==> src/rtl/core/cdnc_pkg.sv <==
package cdnc_pkg;

	// Largest accepted year magnitude.
	localparam int MAX_YEAR = 32767;

	// Q0.32 reciprocals of the mean year length.
	localparam logic [23:0] RECIP_GREG = 24'd11759221;
	localparam logic [23:0] RECIP_JUL  = 24'd11758980;

	// Operation select codes.
	typedef enum logic [1:0] {
		FUNC_DATE_TO_NUM = 2'd0,
		FUNC_NUM_TO_DATE = 2'd1,
		FUNC_ISO_WEEK    = 2'd2,
		FUNC_NONE        = 2'd3
	} func_t;

	// Result status codes.
	typedef enum logic [1:0] {
		ERR_NONE  = 2'd0,
		ERR_YEAR  = 2'd1,
		ERR_MONTH = 2'd2,
		ERR_DAY   = 2'd3
	} err_t;

	// Days before the first of month idx+1; idx 12 gives the year length.
	function automatic logic [8:0] cum_days(input logic leap, input logic [3:0] idx);
		logic [8:0] base;
		case (idx)
			4'd0:    base = 9'd0;
			4'd1:    base = 9'd31;
			4'd2:    base = 9'd59;
			4'd3:    base = 9'd90;
			4'd4:    base = 9'd120;
			4'd5:    base = 9'd151;
			4'd6:    base = 9'd181;
			4'd7:    base = 9'd212;
			4'd8:    base = 9'd243;
			4'd9:    base = 9'd273;
			4'd10:   base = 9'd304;
			4'd11:   base = 9'd334;
			4'd12:   base = 9'd365;
			default: base = 9'd0;
		endcase
		return base + ((leap && (idx >= 4'd2)) ? 9'd1 : 9'd0);
	endfunction

	// Length of month idx+1.
	function automatic logic [4:0] month_len(input logic leap, input logic [3:0] idx);
		logic [4:0] len;
		case (idx)
			4'd1:                       len = leap ? 5'd29 : 5'd28;
			4'd3, 4'd5, 4'd8, 4'd10:    len = 5'd30;
			4'd0, 4'd2, 4'd4, 4'd6,
			4'd7, 4'd9, 4'd11:          len = 5'd31;
			default:                    len = 5'd0;
		endcase
		return len;
	endfunction

endpackage

==> src/rtl/core/cdnc_month_find.sv <==
module cdnc_month_find (
	input  logic [8:0] yday,
	input  logic       leap,
	output logic [3:0] month,
	output logic [4:0] day
);
	import cdnc_pkg::*;

	logic [3:0] count;

	// Count the month starts that lie before the day of year.
	always_comb begin
		count = 4'd0;
		for (int k = 1; k < 12; k++) begin
			if (cum_days(leap, 4'(k)) < yday) begin
				count = count + 4'd1;
			end
		end
	end

	// Month is one past the count; day is the rest within that month.
	assign month = count + 4'd1;
	assign day   = 5'(yday - cum_days(leap, count));

endmodule

==> src/rtl/core/calendar_day_number_converter.sv <==
// Calendar day-number converter.
// Requests enter on in_valid/in_stall with func, year_in, month_in, day_in and
// day_number_in; a request is taken on a clock edge with in_valid high and
// in_stall low. Results leave on out_valid/out_stall, one result per request,
// in request order. func 0 turns a date into a day number, func 1 turns a day
// number into a date, func 2 gives the ISO week of a date; func 3 yields zeros.
// calendar_mode is written through cfg_valid/cfg_ready/cfg_data (ready is
// always high) and is sampled with each request as it enters.
// The datapath is an eight-stage pipeline: one request can enter every cycle
// while the output does not stall. The stages hold the year-estimate multiplier,
// the divide by 100 and its correction, the year start sum, the year correction,
// the mod-7 multiplier, the weekday and the ISO week.
// Each stage advances when it is empty or the stage after it advances, so a
// stall at the output fills bubbles first and then holds every stage; in_stall
// rises only when the first stage is full and cannot move.
// Reset clears all valid bits and selects the Gregorian calendar.
module calendar_day_number_converter (
	input  logic               clk,
	input  logic               arst_n,
	input  logic               in_valid,
	output logic               in_stall,
	input  logic [1:0]         func,
	input  logic signed [15:0] year_in,
	input  logic signed [4:0]  month_in,
	input  logic signed [5:0]  day_in,
	input  logic signed [24:0] day_number_in,
	output logic               out_valid,
	input  logic               out_stall,
	output logic signed [24:0] day_number_out,
	output logic signed [15:0] year_out,
	output logic [3:0]         month_out,
	output logic [4:0]         day_out,
	output logic [8:0]         day_of_year_out,
	output logic [2:0]         weekday_out,
	output logic [5:0]         iso_week_out,
	output logic [1:0]         error_code,
	input  logic               cfg_valid,
	output logic               cfg_ready,
	input  logic               cfg_data
);
	import cdnc_pkg::*;

	localparam logic signed [16:0] YEAR_HI = 17'(MAX_YEAR);
	localparam logic signed [16:0] YEAR_LO = -17'(MAX_YEAR);

	// Configuration register.
	logic calendar_mode_q;

	assign cfg_ready = 1'b1;

	always_ff @(posedge clk or negedge arst_n) begin
		if (!arst_n) begin
			calendar_mode_q <= 1'b0;
		end else if (cfg_valid && cfg_ready) begin
			calendar_mode_q <= cfg_data;
		end
	end

	// Valid bits and stage enables.
	logic valid_s1, valid_s2, valid_s3, valid_s4, valid_s5, valid_s6, valid_s7, valid_s8;
	logic en1, en2, en3, en4, en5, en6, en7, en8;

	assign en8 = !valid_s8 || !out_stall;
	assign en7 = !valid_s7 || en8;
	assign en6 = !valid_s6 || en7;
	assign en5 = !valid_s5 || en6;
	assign en4 = !valid_s4 || en5;
	assign en3 = !valid_s3 || en4;
	assign en2 = !valid_s2 || en3;
	assign en1 = !valid_s1 || en2;
	assign in_stall = !en1;

	always_ff @(posedge clk or negedge arst_n) begin
		if (!arst_n) begin
			valid_s1 <= 1'b0;
			valid_s2 <= 1'b0;
			valid_s3 <= 1'b0;
			valid_s4 <= 1'b0;
			valid_s5 <= 1'b0;
			valid_s6 <= 1'b0;
			valid_s7 <= 1'b0;
			valid_s8 <= 1'b0;
		end else begin
			if (en1) valid_s1 <= in_valid;
			if (en2) valid_s2 <= valid_s1;
			if (en3) valid_s3 <= valid_s2;
			if (en4) valid_s4 <= valid_s3;
			if (en5) valid_s5 <= valid_s4;
			if (en6) valid_s6 <= valid_s5;
			if (en7) valid_s7 <= valid_s6;
			if (en8) valid_s8 <= valid_s7;
		end
	end

	// Stage 1: capture the request and multiply |day number| by the reciprocal.
	logic [24:0] mag_c;
	logic [23:0] recip_c;
	logic [47:0] prod_c;

	assign mag_c   = day_number_in[24] ? (~$unsigned(day_number_in) + 25'd1)
	                                   : $unsigned(day_number_in);
	assign recip_c = calendar_mode_q ? RECIP_JUL : RECIP_GREG;
	assign prod_c  = 48'(mag_c) * 48'(recip_c);

	func_t              func_s1;
	logic               mode_s1;
	logic signed [15:0] year_s1;
	logic signed [4:0]  month_s1;
	logic signed [5:0]  day_s1;
	logic signed [24:0] dn_s1;
	logic [47:0]        prod_s1;

	always_ff @(posedge clk) begin
		if (en1) begin
			func_s1  <= func_t'(func);
			mode_s1  <= calendar_mode_q;
			year_s1  <= year_in;
			month_s1 <= month_in;
			day_s1   <= day_in;
			dn_s1    <= day_number_in;
			prod_s1  <= prod_c;
		end
	end

	// Stage 2: pick the working year and start the divide by 100 of year - 1.
	logic [15:0]        est_c;
	logic signed [16:0] yr2_c;
	logic signed [17:0] a2_c;
	logic [16:0]        u2_c;
	logic [29:0]        p100_c;

	assign est_c = prod_s1[47:32];

	always_comb begin
		if (func_s1 == FUNC_NUM_TO_DATE) begin
			if (dn_s1[24]) begin
				yr2_c = -$signed({1'b0, est_c});
			end else if (dn_s1 == 25'sd0) begin
				yr2_c = 17'sd0;
			end else begin
				yr2_c = $signed({1'b0, est_c}) + 17'sd1;
			end
		end else begin
			yr2_c = {year_s1[15], year_s1};
		end
	end

	assign a2_c   = {yr2_c[16], yr2_c} - 18'sd1;
	assign u2_c   = 17'($unsigned(a2_c + 18'sd50000));
	assign p100_c = 30'(u2_c) * 30'd5243;

	func_t              func_s2;
	logic               mode_s2;
	logic signed [4:0]  month_s2;
	logic signed [5:0]  day_s2;
	logic signed [24:0] dn_s2;
	logic signed [17:0] a_s2;
	logic [16:0]        u_s2;
	logic [29:0]        p100_s2;

	always_ff @(posedge clk) begin
		if (en2) begin
			func_s2  <= func_s1;
			mode_s2  <= mode_s1;
			month_s2 <= month_s1;
			day_s2   <= day_s1;
			dn_s2    <= dn_s1;
			a_s2     <= a2_c;
			u_s2     <= u2_c;
			p100_s2  <= p100_c;
		end
	end

	// Stage 3: correct the quotient and form the remainders by 100 and 400.
	logic [10:0]        q3_c;
	logic [17:0]        q3x100_c;
	logic signed [17:0] rem3_c;
	logic [10:0]        qf3_c;
	logic [6:0]         r100_c;
	logic signed [11:0] q100_c;
	logic [8:0]         r400_c;

	assign q3_c     = p100_s2[29:19];
	assign q3x100_c = 18'(q3_c) * 18'd100;
	assign rem3_c   = $signed({1'b0, u_s2}) - $signed(q3x100_c);
	assign qf3_c    = rem3_c[17] ? (q3_c - 11'd1) : q3_c;
	assign r100_c   = rem3_c[17] ? 7'(rem3_c + 18'sd100) : 7'(rem3_c);
	assign q100_c   = $signed({1'b0, qf3_c}) - 12'sd500;
	assign r400_c   = 9'(q100_c[1:0]) * 9'd100 + 9'(r100_c);

	func_t              func_s3;
	logic               mode_s3;
	logic signed [4:0]  month_s3;
	logic signed [5:0]  day_s3;
	logic signed [24:0] dn_s3;
	logic signed [17:0] a_s3;
	logic signed [11:0] q100_s3;
	logic [6:0]         r100_s3;
	logic [8:0]         r400_s3;

	always_ff @(posedge clk) begin
		if (en3) begin
			func_s3  <= func_s2;
			mode_s3  <= mode_s2;
			month_s3 <= month_s2;
			day_s3   <= day_s2;
			dn_s3    <= dn_s2;
			a_s3     <= a_s2;
			q100_s3  <= q100_c;
			r100_s3  <= r100_c;
			r400_s3  <= r400_c;
		end
	end

	// Stage 4: day number of the day before the year starts, and leap flags
	// of the year before, the year itself and the year after.
	logic signed [26:0] ax_c, a365_c, q4_c, qh_c, qf_c, ys4_c;
	logic [2:0]         leap4_c;

	assign ax_c   = {{9{a_s3[17]}}, a_s3};
	assign a365_c = (ax_c <<< 8) + (ax_c <<< 6) + (ax_c <<< 5) + (ax_c <<< 3)
	              + (ax_c <<< 2) + ax_c;
	assign q4_c   = ax_c >>> 2;
	assign qh_c   = {{15{q100_s3[11]}}, q100_s3};
	assign qf_c   = qh_c >>> 2;
	assign ys4_c  = mode_s3 ? (a365_c + q4_c - 27'sd2) : (a365_c + q4_c - qh_c + qf_c);

	always_comb begin
		logic       by4, by100, by400;
		logic [7:0] s100;
		logic [9:0] s400;
		for (int j = 0; j < 3; j++) begin
			by4   = (2'(a_s3[1:0] + 2'(j)) == 2'd0);
			s100  = 8'(r100_s3) + 8'(j);
			s400  = 10'(r400_s3) + 10'(j);
			by100 = (s100 == 8'd0) || (s100 == 8'd100);
			by400 = (s400 == 10'd0) || (s400 == 10'd400);
			leap4_c[j] = mode_s3 ? by4 : (by4 && (!by100 || by400));
		end
	end

	func_t              func_s4;
	logic signed [4:0]  month_s4;
	logic signed [5:0]  day_s4;
	logic signed [24:0] dn_s4;
	logic signed [16:0] yr_s4;
	logic signed [26:0] ys_s4;
	logic [2:0]         leap_s4;

	always_ff @(posedge clk) begin
		if (en4) begin
			func_s4  <= func_s3;
			month_s4 <= month_s3;
			day_s4   <= day_s3;
			dn_s4    <= dn_s3;
			yr_s4    <= 17'(a_s3 + 18'sd1);
			ys_s4    <= ys4_c;
			leap_s4  <= leap4_c;
		end
	end

	// Stage 5: year correction for day numbers, date checks and sum for dates.
	logic signed [26:0] dnx_c, diff_c, ysel_c, n0_c;
	logic [8:0]         len_m1_c, len_0_c, off_c, doy0_c;
	logic signed [16:0] ysel_yr_c;
	logic               lsel_c;
	logic signed [5:0]  mn_c;
	logic [3:0]         midx_c;
	logic [4:0]         mlen_c;
	logic signed [6:0]  dd_c;
	logic               ybad_in_c, ybad_sel_c, mbad_c, dbad_c;
	err_t               err5_c;

	assign dnx_c    = {{2{dn_s4[24]}}, dn_s4};
	assign diff_c   = dnx_c - ys_s4;
	assign len_m1_c = 9'd365 + 9'(leap_s4[0]);
	assign len_0_c  = 9'd365 + 9'(leap_s4[1]);

	always_comb begin
		if (ys_s4 >= dnx_c) begin
			ysel_yr_c = yr_s4 - 17'sd1;
			ysel_c    = ys_s4 - $signed({18'b0, len_m1_c});
			lsel_c    = leap_s4[0];
		end else if (diff_c > $signed({18'b0, len_0_c})) begin
			ysel_yr_c = yr_s4 + 17'sd1;
			ysel_c    = ys_s4 + $signed({18'b0, len_0_c});
			lsel_c    = leap_s4[2];
		end else begin
			ysel_yr_c = yr_s4;
			ysel_c    = ys_s4;
			lsel_c    = leap_s4[1];
		end
	end

	assign off_c      = 9'(dnx_c - ysel_c);
	assign ybad_sel_c = (ysel_yr_c > YEAR_HI) || (ysel_yr_c < YEAR_LO);
	assign ybad_in_c  = (yr_s4 > YEAR_HI) || (yr_s4 < YEAR_LO);

	// Count back from the year end or the month end, then range check.
	assign mn_c   = month_s4[4] ? ({month_s4[4], month_s4} + 6'sd13) : {month_s4[4], month_s4};
	assign mbad_c = (mn_c < 6'sd1) || (mn_c > 6'sd12);
	assign midx_c = 4'(mn_c - 6'sd1);
	assign mlen_c = month_len(leap_s4[1], midx_c);
	assign dd_c   = day_s4[5] ? ({day_s4[5], day_s4} + $signed({2'b0, mlen_c}) + 7'sd1)
	                          : {day_s4[5], day_s4};
	assign dbad_c = (dd_c < 7'sd1) || (dd_c > $signed({2'b0, mlen_c}));
	assign doy0_c = 9'(dd_c) + cum_days(leap_s4[1], midx_c);
	assign n0_c   = ys_s4 + $signed({18'b0, doy0_c});

	always_comb begin
		case (func_s4)
			FUNC_DATE_TO_NUM, FUNC_ISO_WEEK: begin
				if (ybad_in_c)   err5_c = ERR_YEAR;
				else if (mbad_c) err5_c = ERR_MONTH;
				else if (dbad_c) err5_c = ERR_DAY;
				else             err5_c = ERR_NONE;
			end
			FUNC_NUM_TO_DATE: err5_c = ybad_sel_c ? ERR_YEAR : ERR_NONE;
			default:          err5_c = ERR_NONE;
		endcase
	end

	func_t              func_s5;
	err_t               err_s5;
	logic signed [26:0] n_s5;
	logic [8:0]         doy_s5;
	logic signed [16:0] yr_s5;
	logic               leap_s5;
	logic               leap_prev_s5;
	logic [4:0]         dd_s5;

	always_ff @(posedge clk) begin
		if (en5) begin
			func_s5      <= func_s4;
			err_s5       <= err5_c;
			n_s5         <= (func_s4 == FUNC_NUM_TO_DATE) ? dnx_c : n0_c;
			doy_s5       <= (func_s4 == FUNC_NUM_TO_DATE) ? off_c : doy0_c;
			yr_s5        <= ysel_yr_c;
			leap_s5      <= lsel_c;
			leap_prev_s5 <= leap_s4[0];
			dd_s5        <= 5'(dd_c);
		end
	end

	// Stage 6: month and day from the day of year; start the mod-7 product.
	logic [3:0]  mon6_c;
	logic [4:0]  day6_c;
	logic [25:0] v7_c;
	logic [55:0] p7_c;

	cdnc_month_find u_month_find (
		.yday  (doy_s5),
		.leap  (leap_s5),
		.month (mon6_c),
		.day   (day6_c)
	);

	assign v7_c = 26'($unsigned(n_s5 + 27'sd29360127));
	assign p7_c = 56'(v7_c) * 56'd613566757;

	func_t              func_s6;
	err_t               err_s6;
	logic signed [26:0] n_s6;
	logic [8:0]         doy_s6;
	logic signed [16:0] yr_s6;
	logic               leap_prev_s6;
	logic [4:0]         dd_s6;
	logic [3:0]         mon_s6;
	logic [4:0]         day_s6;
	logic [25:0]        v7_s6;
	logic [55:0]        p7_s6;

	always_ff @(posedge clk) begin
		if (en6) begin
			func_s6      <= func_s5;
			err_s6       <= err_s5;
			n_s6         <= n_s5;
			doy_s6       <= doy_s5;
			yr_s6        <= yr_s5;
			leap_prev_s6 <= leap_prev_s5;
			dd_s6        <= dd_s5;
			mon_s6       <= mon6_c;
			day_s6       <= day6_c;
			v7_s6        <= v7_c;
			p7_s6        <= p7_c;
		end
	end

	// Stage 7: weekday is the remainder of the biased day number by seven.
	logic [23:0] q7_c;
	logic [2:0]  wd7_c;

	assign q7_c  = p7_s6[55:32];
	assign wd7_c = v7_s6[2:0] - 3'(q7_c[2:0] * 3'd7);

	func_t              func_s7;
	err_t               err_s7;
	logic signed [26:0] n_s7;
	logic [8:0]         doy_s7;
	logic signed [16:0] yr_s7;
	logic               leap_prev_s7;
	logic [4:0]         dd_s7;
	logic [3:0]         mon_s7;
	logic [4:0]         day_s7;
	logic [2:0]         wd_s7;

	always_ff @(posedge clk) begin
		if (en7) begin
			func_s7      <= func_s6;
			err_s7       <= err_s6;
			n_s7         <= n_s6;
			doy_s7       <= doy_s6;
			yr_s7        <= yr_s6;
			leap_prev_s7 <= leap_prev_s6;
			dd_s7        <= dd_s6;
			mon_s7       <= mon_s6;
			day_s7       <= day_s6;
			wd_s7        <= wd7_c;
		end
	end

	// Stage 8: ISO week and final field selection into the output register.
	logic signed [10:0] w_c;
	logic [18:0]        wm_c;
	logic [5:0]         wk0_c;
	logic               late_c;
	logic [5:0]         week_c;

	assign w_c    = $signed({2'b0, doy_s7}) + 11'sd2 - $signed({8'b0, wd_s7});
	assign wm_c   = 19'(w_c[8:0]) * 19'd293;
	assign wk0_c  = wm_c[16:11] + 6'd1;
	assign late_c = (6'(wd_s7) + 6'd31) < (6'(dd_s7) + 6'd3);

	always_comb begin
		if (!w_c[10]) begin
			week_c = ((wk0_c == 6'd53) && late_c) ? 6'd1 : wk0_c;
		end else if ((w_c == -11'sd1) || ((w_c == -11'sd2) && leap_prev_s7)) begin
			week_c = 6'd53;
		end else begin
			week_c = 6'd52;
		end
	end

	logic signed [24:0] dn_s8;
	logic signed [15:0] year_s8;
	logic [3:0]         month_s8;
	logic [4:0]         day_s8;
	logic [8:0]         doy_s8;
	logic [2:0]         wd_s8;
	logic [5:0]         week_s8;
	err_t               err_s8;

	always_ff @(posedge clk) begin
		if (en8) begin
			dn_s8    <= 25'sd0;
			year_s8  <= 16'sd0;
			month_s8 <= 4'd0;
			day_s8   <= 5'd0;
			doy_s8   <= 9'd0;
			wd_s8    <= 3'd0;
			week_s8  <= 6'd0;
			err_s8   <= err_s7;
			if (err_s7 != ERR_NONE) begin
				dn_s8 <= -25'sd1;
			end else begin
				case (func_s7)
					FUNC_DATE_TO_NUM: begin
						dn_s8 <= 25'(n_s7);
						wd_s8 <= wd_s7;
					end
					FUNC_ISO_WEEK: begin
						dn_s8   <= 25'(n_s7);
						wd_s8   <= wd_s7;
						week_s8 <= week_c;
					end
					FUNC_NUM_TO_DATE: begin
						year_s8  <= 16'(yr_s7);
						month_s8 <= mon_s7;
						day_s8   <= day_s7;
						doy_s8   <= doy_s7;
						wd_s8    <= wd_s7;
					end
					default: begin
						dn_s8 <= 25'sd0;
					end
				endcase
			end
		end
	end

	assign out_valid       = valid_s8;
	assign day_number_out  = dn_s8;
	assign year_out        = year_s8;
	assign month_out       = month_s8;
	assign day_out         = day_s8;
	assign day_of_year_out = doy_s8;
	assign weekday_out     = wd_s8;
	assign iso_week_out    = week_s8;
	assign error_code      = err_s8;

`ifndef SYNTH
	// Input backpressure only appears with the first stage occupied.
	a_stall_full: assert property (@(posedge clk) disable iff (!arst_n)
		in_stall |-> valid_s1)
		else $error("input stalled while the first stage is empty");

	// An error result carries an all-ones day number.
	a_err_dn: assert property (@(posedge clk) disable iff (!arst_n)
		(out_valid && (error_code != ERR_NONE)) |-> (&day_number_out))
		else $error("error result without all-ones day number");

	// Weekday stays within Monday to Sunday.
	a_weekday: assert property (@(posedge clk) disable iff (!arst_n)
		out_valid |-> (weekday_out <= 3'd6))
		else $error("weekday out of range");

	// A week number only comes with a good result and stays below 54.
	a_week: assert property (@(posedge clk) disable iff (!arst_n)
		(out_valid && (iso_week_out != 6'd0)) |->
		((error_code == ERR_NONE) && (iso_week_out <= 6'd53)))
		else $error("bad ISO week result");
`endif

endmodule

==> config.mk <==
export PLATFORM = sky130hd
export DESIGN_NAME = calendar_day_number_converter
export DESIGN_NICKNAME = d
export VERILOG_FILES = /design/src/rtl/core/cdnc_pkg.sv /design/src/rtl/core/cdnc_month_find.sv /design/src/rtl/core/calendar_day_number_converter.sv
export SDC_FILE = /design/constraint.sdc
export NUM_CORES = 2
export LEC_CHECK = 0
export ABC_AREA = 1
export BUFFER_PORTS_ARGS = -buffer_cell sky130_fd_sc_hd__buf_2
export CORE_ASPECT_RATIO = 1.1
export CORE_MARGIN = 4
export CORE_UTILIZATION = 45
export DETAILED_ROUTE_END_ITERATION = 8
export GPL_ROUTABILITY_DRIVEN = 0
export MAX_ROUTING_LAYER = met4
export PLACE_DENSITY_LB_ADDON = 0.25
export SLEW_MARGIN = 10
export SYNTH_ARGS = -nofsm -noshare
export SYNTH_HDL_FRONTEND = slang
export SYNTH_HIERARCHICAL = 1
export SYNTH_SLANG_ARGS = --single-unit
==> constraint.sdc <==
create_clock -name clk -period 16.75 [get_ports clk]
set_input_delay 2.5125 -clock clk [delete_from_list [all_inputs] [get_ports clk]]
set_output_delay 2.5125 -clock clk [all_outputs]
set_load 0.05 [all_outputs]
==> run metrics <==
pin count of the biggest net entering global routing=75; Synth Register Bits=606; routed length per instance=16.4 um; initial core utilization=45.5%; Vias/cell=5.02; Setup WS post-layout=5800 ps; CP max-delay cell=fa_1; CP startpoint=day_number_in[0]; RSZ-0062 raised after global routing=false; dpl cells=8724; most area-consuming cells after synthesis=edfxtp_1, fa_1, ha_1; max_cap viols=0; data required time of the critical path=17160 ps; worst skew pair latency=660 ps; Final HPWL DP=122 mm; CTS tree=done; most common cell after layout, fill and taps aside=inv_1; CORE AREA=0.139 mm2; Final ANT Viol Nets=0; Worst Max-Slew Pin Slew=1150 ps; hold violation count in the final report=0; Area Growth Syn to Fin=8.44%; sequential share of the synthesized area=28.8%; # setup viols final=0; critical path depth=40; gr usage total=20.8%; status=finished clean; GR Util met1=26.4%; total CTS buffers=73; number of flops mapped to enable cells by yosys=597; GR Layer Usage met2=35.6%; Initial DRC Count=2645; Clock Skew=21.1 ps; hold_buf cts=0; initial antenna violation count=0; Buffers on Ports=131; crit-path max FO=10; Post-Syn Area=0.0631 mm2; Die ar.=0.146 mm2; kind of critical path=in -> reg; Final nets=8527; min Tclk post-route=10950 ps; via count=44500; most common flop cell mapped by yosys=edfxtp_1; Post-CTS Resized=0; CP Buf/Inv Count=11; met3 usage=2.08%; Max stage delay on crit path=530 ps; Post-route DRC=0; Crit Reg-Reg Endpoint=n_s5[24]; H-tree depth=3; Final Max Slew Viols=0; CP Capture Point=prod_s1[46]; Pre-Repair DR Iteration Count=6; max_slew headroom=22.8%; Post-Synthesis Cells=6804; delay-heaviest family, CP=adder cells; cell mode on critical path=inv_1; Crit. End Element=register; gr busiest metal=met2; Die X=365 um; asr flop ratio synth=1.49%; Fin Setup TNS=0 ps; R2R Path Start=month_s4[0]; layout cells sized above 1=6.40%; syn nets=8344; Worst-path clk slew=60 ps; Reg2Reg Setup Slack=7830 ps; Yosys top cell by area=edfxtp_1; Synth top area share=28.4%; Worst EP arrival=11360 ps; CP startpoint kind=primary input; Die Ht=401 um; CTS root buf=clkbuf_16; first-pass GRT wire length=237 mm; IO Count=133; commonest non-fill, non-tap cells in the layout=inv_1, nand2_1, ha_1; final WL=145 mm; f_max=91.3 MHz; dpl ws=5220 ps; post-CTS setup buffer count=0; synth warn=6; worst hold path type=reg -> reg; Site Rows=143; clk buf depth=3; CTS Sinks=606; syn_area_per_cell=9.27 um2; Reg2Reg Depth=38; number of diodes=0; Final Non-Filler Cells=8856; vias in the first global route=45400; gr ovfl total=0; part of the cycle the worst path needs=65.4%; Synth cell types=83
==> stage by stage <==
stage                     hold slack [ps]  util (%)  instance area, um2
after floorplan                       400         -               63100
after global placement                400      47.6               66000
after detailed placement              405      47.6               66000
after CTS                             408      49.3               68400
after global routing                  407      49.3               68400
final                                 403      49.3               68400
==> worst register-to-register path, delay by kind of cell (launching register included) <==
kind | cells | cell delay (ps)
AOI/OAI and AO/OA | 13 | 3110
xor gates and xnor gates | 3 | 990
adders and majority gates | 4 | 1370
buffers and inverters | 6 | 740
DFF | 1 | 490
and+or+nand+nor | 12 | 1990
==> cells in the mapped netlist, types with 6 or more instances <==
cell type and number:
inv_1 1628, nand2_1 1043, ha_1 862, fa_1 618
edfxtp_1 597, nor2_1 459, a21oi_1 276, o21ai_0 217
nand3_1 211, xor2_1 205, nand4_1 75, xnor2_1 75
nor3_1 74, nand2_2 39, clkbuf_1 35, o21bai_1 35
or2_2 31, inv_2 27, a31oi_1 24, nor4_1 21
o211ai_1 18, nand3_2 17, nand3b_1 15, nor2_2 14
a21o_1 13, nand2_4 11, o21ai_1 10, dfrtp_1 9
a211oi_1 8, o21a_1 8, o22ai_1 7, o31ai_1 7
buf_2 6, o21ai_2 6
==> registers in the layout, indices dropped and copies added (netlist names), 17 cells and up <==
register	count
ys_s4	27
dn_s3	25
dn_s2	25
dn_s4	25
n_s7	25
day_number_out	25
n_s6	25
a_s2	18
yr_s4	17
dn_s1	25
n_s5	26
a_s3	18
==> kinds of logic (layout without fill, tap and decap cells) <==
| kind of cell | count (synthesis) | count (layout) | synth area share [%] |
|---|---|---|---|
| AOI/OAI and AO/OA | 683 | 683 | 6.21 |
| other | 2 | 2 | 0.0119 |
| buffers and inverters | 1710 | 1950 | 10.2 |
| adders and majority gates | 1480 | 1480 | 36.7 |
| xor gates and xnor gates | 283 | 283 | 3.98 |
| DFF | 606 | 606 | 28.8 |
| and+or+nand+nor | 2040 | 2040 | 14.1 |
==> how the worst min path moves through the flow <==
stage	from	end	cells after the start
after detailed placement	a_s2[11]	a_s3[11]	0
after global routing	n_s6[8]	n_s7[8]	0
final	n_s6[8]	n_s7[8]	0
after global placement	a_s2[13]	a_s3[13]	0
after floorplan	a_s2[0]	a_s3[0]	0
after CTS	n_s6[8]	n_s7[8]	0
==> layer usage <==
metal / vias to the layer above / routed length, um
met2: 872 / 72700
met4: 0 / 3910
li1: 22000 / -
met1: 21400 / 62900
met3: 178 / 5600
met5: - / 0
==> final cells by class <==
cell class                 instances  area, um2
fill                           12800      70300
multi-input combinational       4488      38500
sequential                       606      18200
inverter                        1660       6250
tap                             1812       2270
clock buffer                      87       1910
timing repair buffer             158        858
clock inverter                    45        482
Power is not shown: default switching activity piles up to over one toggle a cycle in this logic, so the estimate is an artifact.
